$ cat config.mk
export PLATFORM = sky130hd
export DESIGN_NAME = track_lock_fire_gate_top
export DESIGN_NICKNAME = d
export VERILOG_FILES = /design/src/hw/rtl/tlfg_pkg.sv /design/src/hw/rtl/track_lock_fire_gate_top.sv
export SDC_FILE = /design/constraint.sdc
export NUM_CORES = 1
export LEC_CHECK = 0
export BUFFER_PORTS_ARGS = -buffer_cell sky130_fd_sc_hd__buf_2
export CAP_MARGIN = 15
export CORE_AREA = 5 5 170 172
export CTS_CLUSTER_SIZE = 16
export DETAILED_ROUTE_END_ITERATION = 10
export DIE_AREA = 0 0 175 177
export GPL_TIMING_DRIVEN = 0
export PLACE_DENSITY_LB_ADDON = 0.08
export SETUP_SLACK_MARGIN = 0.3
export SYNTH_ARGS = -nofsm -noshare
export SYNTH_HDL_FRONTEND = slang
export SYNTH_SLANG_ARGS = --single-unit
$ cat constraint.sdc
create_clock -name clk -period 8.6 [get_ports clk]
set_input_delay 0.43 -clock clk [delete_from_list [all_inputs] [get_ports clk]]
set_output_delay 0.43 -clock clk [all_outputs]
set_load 0.01 [all_outputs]
$ cat src/hw/rtl/tlfg_pkg.sv
`timescale 1ns / 1ps

package tlfg_pkg;

	localparam int CountWidth = 4;
	localparam int TimeWidth = 32;
	localparam int WaitWidth = 16;

	localparam int InDataWidth = 40;
	localparam int OutDataWidth = 8;
	localparam int AddrWidth = 5;

	typedef logic [CountWidth-1:0] count_t;
	typedef logic [TimeWidth-1:0] time_t;
	typedef logic [WaitWidth-1:0] wait_t;

	localparam count_t DetectNeededReset = 4'd4;
	localparam count_t MissLimitReset = 4'd6;
	localparam count_t ConvergeNeededReset = 4'd5;
	localparam wait_t SettleWaitReset = 16'd10000;
	localparam wait_t FireSpacingReset = 16'd700;

	localparam logic [2:0] RegDetectNeeded = 3'd0;
	localparam logic [2:0] RegMissLimit = 3'd1;
	localparam logic [2:0] RegConvergeNeeded = 3'd2;
	localparam logic [2:0] RegSettleWait = 3'd3;
	localparam logic [2:0] RegFireSpacing = 3'd4;

	localparam logic [1:0] CmdNone = 2'd0;
	localparam logic [1:0] CmdStart = 2'd1;
	localparam logic [1:0] CmdUpdate = 2'd2;

	typedef struct packed {
		logic [1:0] tracker_command;
		logic fire;
		logic tracker_reset;
		logic stable;
	} result_t;

	function automatic count_t sat_inc(input count_t v);
		sat_inc = (v == {CountWidth{1'b1}}) ? v : count_t'(v + count_t'(1));
	endfunction

endpackage

$ cat src/hw/rtl/track_lock_fire_gate_top.sv
`timescale 1ns / 1ps

// Frame gate between a target detector, a tracker and a fire command. One item per camera
// frame enters on the slave stream; one result item per input leaves on the master stream.
// Each item is held in an input register and is then evaluated against the tracking
// state combinationally, the result landing in an output register, so an item can be
// accepted every cycle unless master back-pressure stalls the input register. The user
// sets thresholds and time windows through the APB port while idle; this is not enforced.
module track_lock_fire_gate_top (
	input  logic        clk,
	input  logic        arst_n,
	input  logic        s_tvalid,
	output logic        s_tready,
	// target_seen, tracker_converged, tracker_diverged, fire_request, frame_time_ms[31:0], pad
	input  logic [tlfg_pkg::InDataWidth-1:0] s_tdata,
	output logic        m_tvalid,
	input  logic        m_tready,
	// tracker_command[1:0], fire, tracker_reset, stable, pad
	output logic [tlfg_pkg::OutDataWidth-1:0] m_tdata,
	input  logic        psel,
	input  logic        penable,
	input  logic        pwrite,
	input  logic [tlfg_pkg::AddrWidth-1:0] paddr,
	input  logic [31:0] pwdata,
	output logic [31:0] prdata,
	output logic        pready
);

	tlfg_pkg::count_t detect_needed_q;
	tlfg_pkg::count_t miss_limit_q;
	tlfg_pkg::count_t converge_needed_q;
	tlfg_pkg::wait_t settle_wait_q;
	tlfg_pkg::wait_t fire_spacing_q;

	logic cfg_we;
	logic [2:0] cfg_idx;

	assign pready = 1'b1;
	assign cfg_we = psel & penable & pwrite & pready;
	assign cfg_idx = paddr[4:2];

	always_ff @(posedge clk or negedge arst_n) begin
		if (!arst_n) begin
			detect_needed_q <= tlfg_pkg::DetectNeededReset;
			miss_limit_q <= tlfg_pkg::MissLimitReset;
			converge_needed_q <= tlfg_pkg::ConvergeNeededReset;
			settle_wait_q <= tlfg_pkg::SettleWaitReset;
			fire_spacing_q <= tlfg_pkg::FireSpacingReset;
		end else if (cfg_we) begin
			unique case (cfg_idx)
				tlfg_pkg::RegDetectNeeded: detect_needed_q <= pwdata[3:0];
				tlfg_pkg::RegMissLimit: miss_limit_q <= pwdata[3:0];
				tlfg_pkg::RegConvergeNeeded: converge_needed_q <= pwdata[3:0];
				tlfg_pkg::RegSettleWait: settle_wait_q <= pwdata[15:0];
				tlfg_pkg::RegFireSpacing: fire_spacing_q <= pwdata[15:0];
				default: ;
			endcase
		end
	end

	always_comb begin
		unique case (cfg_idx)
			tlfg_pkg::RegDetectNeeded: prdata = {28'd0, detect_needed_q};
			tlfg_pkg::RegMissLimit: prdata = {28'd0, miss_limit_q};
			tlfg_pkg::RegConvergeNeeded: prdata = {28'd0, converge_needed_q};
			tlfg_pkg::RegSettleWait: prdata = {16'd0, settle_wait_q};
			tlfg_pkg::RegFireSpacing: prdata = {16'd0, fire_spacing_q};
			default: prdata = 32'd0;
		endcase
	end

	// Input register.
	logic valid_s1;
	logic seen_s1;
	logic conv_s1;
	logic div_s1;
	logic req_s1;
	tlfg_pkg::time_t time_s1;
	logic advance;

	assign advance = valid_s1 & (~m_tvalid | m_tready);
	assign s_tready = ~valid_s1 | advance;

	always_ff @(posedge clk or negedge arst_n) begin
		if (!arst_n) begin
			valid_s1 <= 1'b0;
		end else if (s_tready) begin
			valid_s1 <= s_tvalid;
		end
	end

	always_ff @(posedge clk) begin
		if (s_tready && s_tvalid) begin
			seen_s1 <= s_tdata[0];
			conv_s1 <= s_tdata[1];
			div_s1 <= s_tdata[2];
			req_s1 <= s_tdata[3];
			time_s1 <= s_tdata[35:4];
		end
	end

	// Tracking state.
	logic tracking_q;
	logic pending_q;
	tlfg_pkg::count_t detect_run_q;
	tlfg_pkg::count_t miss_run_q;
	tlfg_pkg::count_t conv_run_q;
	tlfg_pkg::time_t stable_since_q;
	tlfg_pkg::time_t last_fire_q;

	logic tracking_n;
	logic pending_n;
	tlfg_pkg::count_t detect_run_n;
	tlfg_pkg::count_t miss_run_n;
	tlfg_pkg::count_t conv_run_n;
	tlfg_pkg::time_t stable_since_n;
	tlfg_pkg::time_t last_fire_n;
	tlfg_pkg::result_t res;

	tlfg_pkg::count_t det_inc;
	tlfg_pkg::count_t miss_inc;
	tlfg_pkg::count_t conv_upd;
	tlfg_pkg::time_t since_sel;
	tlfg_pkg::time_t settle_diff;
	tlfg_pkg::time_t spacing_diff;
	logic pass;
	logic stab;
	logic drop;

	always_comb begin
		det_inc = tlfg_pkg::sat_inc(detect_run_q);
		miss_inc = tlfg_pkg::sat_inc(miss_run_q);
		conv_upd = conv_s1 ? tlfg_pkg::sat_inc(conv_run_q) : '0;
		pass = seen_s1 & (tracking_q | (det_inc >= detect_needed_q));
		stab = conv_upd >= converge_needed_q;
		since_sel = (stab && pending_q) ? time_s1 : stable_since_q;
		settle_diff = time_s1 - since_sel;
		spacing_diff = time_s1 - last_fire_q;

		tracking_n = tracking_q;
		pending_n = pending_q;
		detect_run_n = seen_s1 ? det_inc : '0;
		miss_run_n = seen_s1 ? '0 : miss_run_q;
		conv_run_n = conv_run_q;
		stable_since_n = stable_since_q;
		last_fire_n = last_fire_q;
		res = '{tracker_command: tlfg_pkg::CmdNone, fire: 1'b0, tracker_reset: 1'b0,
			stable: 1'b0};
		drop = 1'b0;

		priority if (pass && !tracking_q) begin
			res.tracker_command = tlfg_pkg::CmdStart;
			tracking_n = 1'b1;
		end else if (pass) begin
			res.tracker_command = tlfg_pkg::CmdUpdate;
			conv_run_n = conv_upd;
			if (stab) begin
				res.stable = 1'b1;
				stable_since_n = since_sel;
				pending_n = 1'b0;
				if (settle_diff > {16'd0, settle_wait_q} && req_s1 &&
						spacing_diff > {16'd0, fire_spacing_q}) begin
					res.fire = 1'b1;
					last_fire_n = time_s1;
				end
			end
			drop = div_s1;
		end else if (tracking_q) begin
			miss_run_n = miss_inc;
			drop = miss_inc >= miss_limit_q;
		end else begin
		end

		if (drop) begin
			res.tracker_reset = 1'b1;
			tracking_n = 1'b0;
			pending_n = 1'b1;
			detect_run_n = '0;
			miss_run_n = '0;
			conv_run_n = '0;
		end
	end

	always_ff @(posedge clk or negedge arst_n) begin
		if (!arst_n) begin
			tracking_q <= 1'b0;
			pending_q <= 1'b1;
			detect_run_q <= '0;
			miss_run_q <= '0;
			conv_run_q <= '0;
			stable_since_q <= '0;
			last_fire_q <= '0;
		end else if (advance) begin
			tracking_q <= tracking_n;
			pending_q <= pending_n;
			detect_run_q <= detect_run_n;
			miss_run_q <= miss_run_n;
			conv_run_q <= conv_run_n;
			stable_since_q <= stable_since_n;
			last_fire_q <= last_fire_n;
		end
	end

	// Output register.
	tlfg_pkg::result_t res_s2;

	always_ff @(posedge clk or negedge arst_n) begin
		if (!arst_n) begin
			m_tvalid <= 1'b0;
		end else if (~m_tvalid | m_tready) begin
			m_tvalid <= valid_s1;
		end
	end

	always_ff @(posedge clk) begin
		if (advance) begin
			res_s2 <= res;
		end
	end

	assign m_tdata = {3'd0, res_s2.stable, res_s2.tracker_reset, res_s2.fire,
		res_s2.tracker_command};

`ifndef ASSERT_OFF
	// A fire is only issued on a stable update frame.
	assert property (@(posedge clk) disable iff (!arst_n)
		m_tvalid |-> (!res_s2.fire ||
			(res_s2.stable && res_s2.tracker_command == tlfg_pkg::CmdUpdate)))
		else $error("fire without stable update");

	// A start frame never drops tracking or reports stability.
	assert property (@(posedge clk) disable iff (!arst_n)
		(m_tvalid && res_s2.tracker_command == tlfg_pkg::CmdStart) |->
			(!res_s2.tracker_reset && !res_s2.stable))
		else $error("start frame with reset or stable");

	// Tracking is only lost together with a reset result.
	assert property (@(posedge clk) disable iff (!arst_n)
		$fell(tracking_q) |-> (m_tvalid && res_s2.tracker_reset))
		else $error("tracking dropped without reset result");

	// The state moves only when an item is evaluated.
	assert property (@(posedge clk) disable iff (!arst_n)
		!$past(advance) |-> ($stable(tracking_q) && $stable(last_fire_q)))
		else $error("state changed without an item");
`endif

endmodule
# ---- Word level (Yosys, flattened, before mapping)
# Index checks and enable logic that the tools add are counted.
dict set report word_totals {
  reg_bits 165
  latch_bits 0
  ramBits 0
  romBits 0
  input_bits 84
  mem_count 0
}
dict set report classes {
  addsub 5
  n_mul 0
  div 0
  magnitude_cmp 5
  n_eq_ne 8
  shift 0
  n_mux 30
  bitwise_logic 12
  n_reduce_logical 22
}
# op n
set op_table {}
lappend op_table {{16-bit case mux with 5 select lines} 1}
lappend op_table {{32-bit by 16-bit > comparator with 1-bit output} 2}
lappend op_table {{32-bit subtractor} 2}
lappend op_table {{4-bit 2-to-1 mux} 14}
lappend op_table {{32-bit 2-to-1 mux} 1}
lappend op_table {{1-bit 2-to-1 mux} 13}
lappend op_table {{4-bit by 1-bit adder with 4-bit output (second input constant)} 3}
lappend op_table {{4-bit equality test (second input constant)} 3}
lappend op_table {{4-bit >= comparator} 3}
lappend op_table {{2-bit AND reduction} 6}
lappend op_table {{4-bit AND reduction} 2}
lappend op_table {{3-bit by 2-bit equality test with 1-bit output (second input constant)} 2}
lappend op_table {{2-bit nonzero test} 3}
lappend op_table {{1-bit logical AND} 5}
lappend op_table {{1-bit NOT} 5}
lappend op_table {{5-bit AND reduction} 1}
lappend op_table {{1-bit AND} 4}
lappend op_table {{3-bit by 1-bit equality test with 1-bit output (second input constant)} 1}
lappend op_table {{3-bit equality test (second input constant)} 1}
lappend op_table {{3-bit zero test} 1}
lappend op_table {{3-bit 2-to-1 mux} 1}
lappend op_table {{1-bit bitwise OR} 3}
lappend op_table {{3-bit AND reduction} 1}
lappend op_table {{3-bit OR reduction} 1}
lappend op_table {{3 further kinds} 3}

# ---- Longest topological paths before layout
# Gate-level depths: netlist of run 1.
dict set report logic_depth {
  word_depth 13
  ltp_mapped 37
}

# ---- Worst setup path after synthesis of run 1
# No wires, ideal clock.
dict set report synth_timing {
  path_kind {reg2reg}
  from {register conv_run_q[0]}
  to {register last_fire_q[12]}
  setup_time_ns 0.125
  t_arrival_ns 7.145
  required_ns 8.475
  slack_ns 1.330
  path_stages_with_launch 38
  path_buffers 4
  synth_period_minus_slack_ns 7.270
  cell_sequence {dfrtp_1 ha_1 nand3_1 mux2i_1 nor2_1 ha_1 o211ai_1 o21ai_1 and2_1 buf_2 buf_1 clkbuf_1 mux2i_1 ha_1 a21o_1 a31o_2 a21oi_2 a211oi_2 [2 not listed] a21oi_1 o221a_2 o31ai_1 nor2_1 xnor2_1 ha_1 nand3_1 nor3_1 nand3_1 o2111ai_1 nand4b_1 nor4_1 o2111ai_1 nor4_1 nand4_1 nand4_4 buf_8 mux2_4}
}
dict set report synth_between {
  elab_chain_cells 11
  elab_cells_between_ends 12
  cone_classes {add/sub: 2; order compare: 2; eq/ne: 1; mux: 3; reduce/logical: 4}
}
# element line
set synth_rtl {}
lappend synth_rtl {{from (decl)} track_lock_fire_gate_top.sv:107} ;# tlfg_pkg::count_t conv_run_q;
lappend synth_rtl {{from (signal assigned)} track_lock_fire_gate_top.sv:198} ;# conv_run_q <= conv_run_n;
lappend synth_rtl {{4-bit by 1-bit adder with 4-bit output / 4-bit equality test (equally long branches)} tlfg_pkg.sv:41} ;# sat_inc = (v == {CountWidth{1'b1}}) ? v : count_t'(v + count_t'(1));
lappend synth_rtl {{4-bit 2-to-1 mux *} tlfg_pkg.sv:41}
lappend synth_rtl {{4-bit 2-to-1 mux *} track_lock_fire_gate_top.sv:133} ;# conv_upd = conv_s1 ? tlfg_pkg::sat_inc(conv_run_q) : '0;
lappend synth_rtl {{4-bit >= comparator *} track_lock_fire_gate_top.sv:135} ;# stab = conv_upd >= converge_needed_q;
lappend synth_rtl {{1-bit logical AND} track_lock_fire_gate_top.sv:136} ;# since_sel = (stab && pending_q) ? time_s1 : stable_since_q;
lappend synth_rtl {{32-bit 2-to-1 mux} track_lock_fire_gate_top.sv:136}
lappend synth_rtl {{32-bit subtractor} track_lock_fire_gate_top.sv:137} ;# settle_diff = time_s1 - since_sel;
lappend synth_rtl {{32-bit by 16-bit > comparator with 1-bit output} track_lock_fire_gate_top.sv:161} ;# if (settle_diff > {16'd0, settle_wait_q} && req_s1 &&
lappend synth_rtl {{1-bit logical AND (2 in series)} track_lock_fire_gate_top.sv:161}
lappend synth_rtl {{5-bit AND reduction (no source line) *} --}
lappend synth_rtl {{to (signal assigned)} track_lock_fire_gate_top.sv:200} ;# last_fire_q <= last_fire_n;
lappend synth_rtl {{to (decl)} track_lock_fire_gate_top.sv:109} ;# tlfg_pkg::time_t last_fire_q;
# Every way passes the cells marked *; elsewhere a longest branch is shown, timed or not.
# A chain may end at the register's enable or synchronous reset.

# ---- Final worst setup path of run 1
dict set report layout_timing {
  from {register conv_run_q[0]}
  to {register last_fire_q[15]}
}
# Same word-level chain as after synthesis.

==> impl_metrics.json, run 1 <==
{
  "synth-compound-area-share": 0.188,
  "overflow": 0,
  "hold_violations": 0,
  "placed_cell_area_um2": 13000,
  "hold_start": "s_tdata[19]",
  "synth-edff-count": 41,
  "r2r-end": "last_fire_q[15]",
  "syn_avg_cell_area_um2": 9.46,
  "grt_pass1_vias": 9649,
  "fillers": 2648,
  "slew_violations": 0,
  "status": "finished clean",
  "synth.distinct_cells": 85,
  "core_um2": 27300,
  "synth_top_flop_cell": "dfrtp_1",
  "clk_latency_ns": 0.43,
  "ys.warnings.count": 0,
  "crit_path_top_delay_cell": "dfrtp_2",
  "period_share": 0.915,
  "drv_cap": 0,
  "htree_levels": 4,
  "ios": 127,
  "drt-total-wl_um": 32200,
  "die_h_um": 177,
  "fin_util": 0.501,
  "layout-drive-gt1-share": 0.185,
  "synthSimpleGateAreaFrac": 0.135,
  "rsz0062_at_grt": "false",
  "muxShareOfSynthArea": 0.103,
  "critPathMostFrequentCell": "ha_1",
  "critPathKind": "flip-flop to flip-flop",
  "initial_core_util": 0.439,
  "r2r_start": "conv_run_q[0]",
  "clkTransAtPathRegs_ns": 0.07,
  "reg2reg_slack_ns": 0.73,
  "min_path_type": "primary input to flip-flop",
  "row_count": 61,
  "numClockSinks": 165,
  "whs_path_depth": 1,
  "synth_fa_ha_area_frac": 0.116,
  "wl_per_cell_um": 18.3,
  "gp_congestion": 0.870,
  "drt_iter0_markers": 636,
  "synth.most_common_cell": "nand2_1",
  "fp.dieW_um": 175,
  "worst_setup_path_end_kind": "flip-flop",
  "synth_xor_xnor_area_share": 0.0351,
  "synthTopCellsByArea": "dfrtp_1 22%, ha_1 11%, edfxtp_1 10%",
  "routed_via_density": 5.50,
  "cp-start-kind": "flip-flop",
  "ant_nets": 0,
  "async_flop_share": 0.752,
  "cp_data_arrival_time_ns": 8.18,
  "dieArea_um2": 31000,
  "fmax_mhz": 127,
  "drc": 0,
  "grt_start_max_net_pins": 83,
  "ys_seq_elements": 165,
  "syn_inst": 1266,
  "period_needed_ns": 7.87,
  "synth_top_cell_area_share": 0.223,
  "cts_max_path_buffers": 2,
  "nets": 1587,
  "crit_required_ns": 8.90,
  "p_per_area_nw_per_um2": 222,
  "peakVddDrop_mv": 0.125,
  "dp_hpwl_um": 25400,
  "cts_tree": "done",
  "ys_seq_area_frac": 0.364,
  "p_leak_nw": 6.31,
  "cts_root_buf": "clkbuf_16",
  "path_max_fanout": 10,
  "dr.pass1.iters": 5,
  "area_growth_pct": 14.3,
  "ff2ff_path_depth": 39,
  "vias": 9645,
  "hold-path-endpoint": "time_s1[15]",
  "worst_pin_slew_ns": 0.856,
  "syn_area_um2": 12000,
  "fin_worst_skew_ns": 0.0133,
  "grt_pass1_wl_um": 51700,
  "setup_viol": 0,
  "max_slew_margin": 0.422,
  "num_antenna_cells": 0,
  "yosysTopAreaCell": "dfrtp_1",
  "antenna_found_initial": 1,
  "max_stage_delay_ns": 0.44,
  "numCtsBuffers": 17,
  "synth_top_family_by_area": "compound AO/OA/AOI/OAI gates",
  "synthTopCellsByCount": "120 x nand2_1, 107 x dfrtp_1, 106 x ha_1, 96 x inv_1, 86 x o21ai_0",
  "finalInstanceArea_um2": 13700,
  "grt.total_usage": 0.210,
  "port_buffers": 83
}
## metal layers
layer / vias to the layer above / global-route usage / share of wire / wire (um)
li1: 4817 / - / - / -
met1: 4602 / 0.272 / 0.46 / 14700
met2: 196 / 0.373 / 0.49 / 15700
met3: 30 / 0.0333 / 0.040 / 1270
met4: 0 / 0.0432 / 0.016 / 510
met5: - / 0 / 0 / 0
## registers in the layout, summed over array words and instances, names as in the netlist, 5 cells and up
register        count
fire_spacing_q     16
last_fire_q        32
m_tdata             5
settle_wait_q      16
stable_since_q     32
time_s1            32
## critical path, delay by kind of cell (launching register included)
family | cells | cell delay [ns]
flip-flops | 1 | 0.44
multiplexers | 3 | 0.80
AND/OR/NAND/NOR | 12 | 2.06
AO/OA/AOI/OAI | 13 | 2.18
adder cells (fa/ha/maj) | 4 | 1.14
buffers and inverters | 6 | 1.00
XOR/XNOR | 1 | 0.11
## cell type report
class,count,area [um2],share of cell area
plain buffers,61,419,0.0306
clock buffers,17,425,0.0311
clock inverters,15,129,0.00941
inverters,97,364,0.0266
multi-input cells,961,7050,0.515
flip-flops and latches,165,4360,0.318
well taps,346,433,0.0316
repair buffers,92,522,0.0381
## stage by stage
| stage | setup slack [ns] | cells | total power [W] | setup TNS, ns | hold slack [ns] |
|---|---|---|---|---|---|
| 2_1_floorplan | 1.33 | 1284 | 0.00194 | 0 | 0.134 |
| 3_3_place_gp | -0.877 | 1713 | 0.00226 | -26.78 | 0.464 |
| 3_5_place_dp | -0.942 | 1715 | 0.00229 | -29.16 | 0.393 |
| 4_1_cts | 0.322 | 1749 | 0.00304 | 0 | 0.152 |
| 5_1_grt | 0.239 | 1754 | 0.00328 | 0 | 0.151 |
| 6_report | 0.727 | 1754 | 0.00305 | 0 | 0.170 |
## placed cells by master (no fill, tap or decap), drive strengths merged, types with 5 or more instances in the layout
cell type	synthesis	routed
buf	31	122
nand2	121	121
dfrtp	107	107
ha	106	106
inv	97	101
o21ai	90	90
a21oi	84	84
nor2	75	75
mux2	60	60
clkbuf	30	47
mux2i	46	46
edfxtp	41	41
a21o	34	34
xnor2	27	27
nand3	25	25
nor3	23	23
nand2b	21	21
xor2	21	21
conb	2	20
nand4	18	18
dfstp	17	17
a22o	15	15
a211oi	13	13
o211ai	12	12
o31ai	12	12
nor2b	11	11
and2	11	11
o21a	10	10
and3	7	7
clkinv	0	7
a31oi	6	6
o22ai	6	6
a221oi	6	6
and4	5	5
a2111oi	5	5
## what timing repair did
item | in CTS | in global routing
hold buffers | 1 | 0
endpoints found under the setup margin | 33 | 33
pin swaps | 1 | 8
buffers inserted | 1 | 4
hold endpoints to repair | 42 | 0
resized for setup | 9 | 29
## cells by family after synthesis
kind of cell	count (synthesis)
AO/OA/AOI/OAI	340
XOR/XNOR	48
adder cells (fa/ha/maj)	110
buffers and inverters	158
flip-flops	165
multiplexers	106
other	2
AND/OR/NAND/NOR	337
## power breakdown
| group | switching (W) | internal (W) | total, W |
|---|---|---|---|
| Combinational | 0.000747 | 0.000540 | 0.00129 |
| Clock | 0.000338 | 0.000400 | 0.000738 |
| Sequential | 0.0000865 | 0.000935 | 0.00102 |
| Total | 0.00117 | 0.00188 | 0.00305 |
## worst max-delay path by stage
stage                  startpoint              end  slack, ns  depth (start not counted)
floorplan           conv_run_q[0]  last_fire_q[12]       1.33                         37
global placement    conv_run_q[0]  last_fire_q[30]      -0.88                         37
detailed placement  conv_run_q[0]  last_fire_q[27]      -0.94                         37
CTS                 conv_run_q[0]  last_fire_q[15]       0.32                         38
global route        conv_run_q[0]   last_fire_q[3]       0.24                         39
finish              conv_run_q[0]  last_fire_q[15]       0.73                         39
Power figures use the tool's default switching activity.
==> run 2: changes to the inputs <==
ABC_AREA = 1   (was not set)
==> run 2 against run 1 <==
Against the previous run: global-route usage up 0.52 points; first-iteration DRC count down 6.8%; total power up 75%; non-clock buffer count down 16; critical path depth unchanged; hold slack worse by 0.0047 ns; sequential power up 17%; sequential cell count unchanged.
==> impl_metrics.json, run 2 <==
{
  "numClockSinks": 165,
  "top_layer_used": "met4",
  "syn_inst": 1581,
  "routed_via_density": 5.23,
  "wl_met1_um": 16100,
  "overflow": 0,
  "synth_top_flop_cell": "dfrtp_1",
  "layout_common_cells": "412 x nand2_1, 224 x inv_1, 137 x o21ai_0, 107 x dfrtp_1, 106 x ha_1",
  "synth.most_common_cell": "nand2_1",
  "num_antenna_cells": 0,
  "period_share": 0.882,
  "core_um2": 27300,
  "worst_setup_path_end_kind": "flip-flop",
  "final_common_cell": "nand2_1",
  "grt_start_max_net_pins": 85,
  "port_buffers": 84,
  "placed_cell_area_um2": 12900,
  "vias": 10800,
  "grt_pass1_vias": 10400,
  "synth-edff-count": 41,
  "crit_required_ns": 8.79,
  "area_growth_pct": 12.7,
  "ys_seq_area_frac": 0.364,
  "setup_viol": 0,
  "worst_pin_slew_ns": 0.892,
  "period_needed_ns": 7.58,
  "synth_top_cell_area_share": 0.224,
  "fin_worst_skew_ns": 0.0176,
  "wl_per_cell_um": 16.0,
  "initial_core_util": 0.438,
  "drc": 0,
  "synth.distinct_cells": 51,
  "synthTopCellsByCount": "412 x nand2_1, 225 x inv_1, 137 x o21ai_0, 107 x dfrtp_1, 106 x ha_1",
  "ios": 127,
  "max_slew_margin": 0.405,
  "peakVddDrop_mv": 0.170,
  "slew_violations": 0,
  "crit_path_top_delay_cell": "o41ai_1",
  "cts_max_path_buffers": 2,
  "cp_data_arrival_time_ns": 7.77,
  "drt-total-wl_um": 33000,
  "async_flop_share": 0.752,
  "p_leak_nw": 6.80,
  "grt_pass1_wl_um": 53400,
  "yosysTopAreaCell": "dfrtp_1",
  "syn_area_um2": 12000,
  "met2WireLength_um": 15300,
  "p_per_area_nw_per_um2": 394,
  "dieArea_um2": 31000,
  "gp_congestion": 0.891,
  "numCtsBuffers": 17,
  "rsz0062_at_grt": "false",
  "ff_latch_area_um2": 4360,
  "ys.warnings.count": 0,
  "fin_setup_tns_ns": 0,
  "path_buf_inv": 6,
  "path_max_fanout": 10,
  "syn_avg_cell_area_um2": 7.58,
  "synthTopCellsByArea": "dfrtp_1 22%, nand2_1 13%, ha_1 11%",
  "startpoint": "conv_run_q[0]",
  "clkTransAtPathRegs_ns": 0.07,
  "wl_met3_um": 1070,
  "critPathKind": "flip-flop to flip-flop",
  "multi_input_area_um2": 6510,
  "dp_hpwl_um": 26300,
  "max_stage_delay_ns": 0.69,
  "antenna_found_initial": 0,
  "clk_latency_ns": 0.44,
  "cp-start-kind": "flip-flop",
  "cts_tree": "done",
  "die_h_um": 177,
  "ant_nets": 0,
  "top_regs": "last_fire_q x32, stable_since_q x32, time_s1 x32",
  "ys_seq_elements": 165,
  "dr.pass1.iters": 5,
  "critPathMostFrequentCell": "nand2_1",
  "grt.total_usage": 0.215,
  "fmax_mhz": 132,
  "drv_cap": 0,
  "finalInstanceArea_um2": 13500,
  "htree_levels": 4,
  "status": "finished clean",
  "fillers": 2847,
  "row_count": 61,
  "layout-drive-gt1-share": 0.112,
  "r2r_start": "conv_run_q[0]",
  "nets": 1896,
  "min_path_type": "primary input to flip-flop",
  "crit_family": "simple AND/OR/NAND/NOR gates",
  "hold_violations": 0,
  "hold_start": "s_tdata[10]",
  "fp.dieW_um": 175,
  "cts_root_buf": "clkbuf_16",
  "drt_iter0_markers": 593
}
==> run 2: layout make-up <==
cell class              instances  area share
multi-input cells            1148       0.482
flip-flops and latches        165       0.323
inverters                     235      0.0654
repair buffers                 86      0.0344
clock buffers                  20      0.0324
well taps                     346      0.0321
plain buffers                  51      0.0223
clock inverters                12     0.00862
==> run 2: path summary, 6_finish.rpt <==
path / endpoint / slack [ns] / cells past startpoint
setup / recovery: m_tdata[2] / 1.02 / 39
hold / removal: time_s1[6] / 0.17 / 1
setup reg to reg: m_tdata[2] / 1.02 / 39
hold reg to reg: pending_q / 0.47 / 2
max in group asynchronous: stable_since_q[17] / 7.32 / 3
min in group asynchronous: conv_run_q[0] / 0.48 / 2
==> run 2: repair_timing <==
item                       CTS  global route
resized for setup            0             2
buffers inserted             0             0
hold buffers                 1             0
setup endpoints to repair    0             1
hold endpoints to repair    35             0
==> run 2: layer usage <==
metal  vias up  GRT usage
met5         -          0
met4         0     0.0511
met3        32     0.0256
met2       191      0.361
met1      5087      0.299
li1       5483          -
==> run 2: cell families after synthesis <==
family / synth area share
multiplexers: 0.0201
flip-flops: 0.364
XOR/XNOR: 0.0300
AND/OR/NAND/NOR: 0.238
AO/OA/AOI/OAI: 0.135
buffers and inverters: 0.0987
adder cells (fa/ha/maj): 0.114
other: 0.000627
==> run 2: per-stage QoR <==
stage	util	setup WS (ns)	hold WS, ns	total power [W]	cells
floorplan	-	2.87	0.134	0.00371	1599
global placement	0.472	1.02	0.454	0.00451	2029
detailed placement	0.473	0.967	0.392	0.00457	2030
CTS	0.494	0.934	0.156	0.00534	2063
global route	0.494	0.324	0.149	0.00589	2063
finish	0.494	1.02	0.166	0.00532	2063
==> run 2: power breakdown <==
part	switching [W]	internal (W)
combinational	0.00213	0.00125
sequential	0.000145	0.00105
clock	0.000346	0.000405
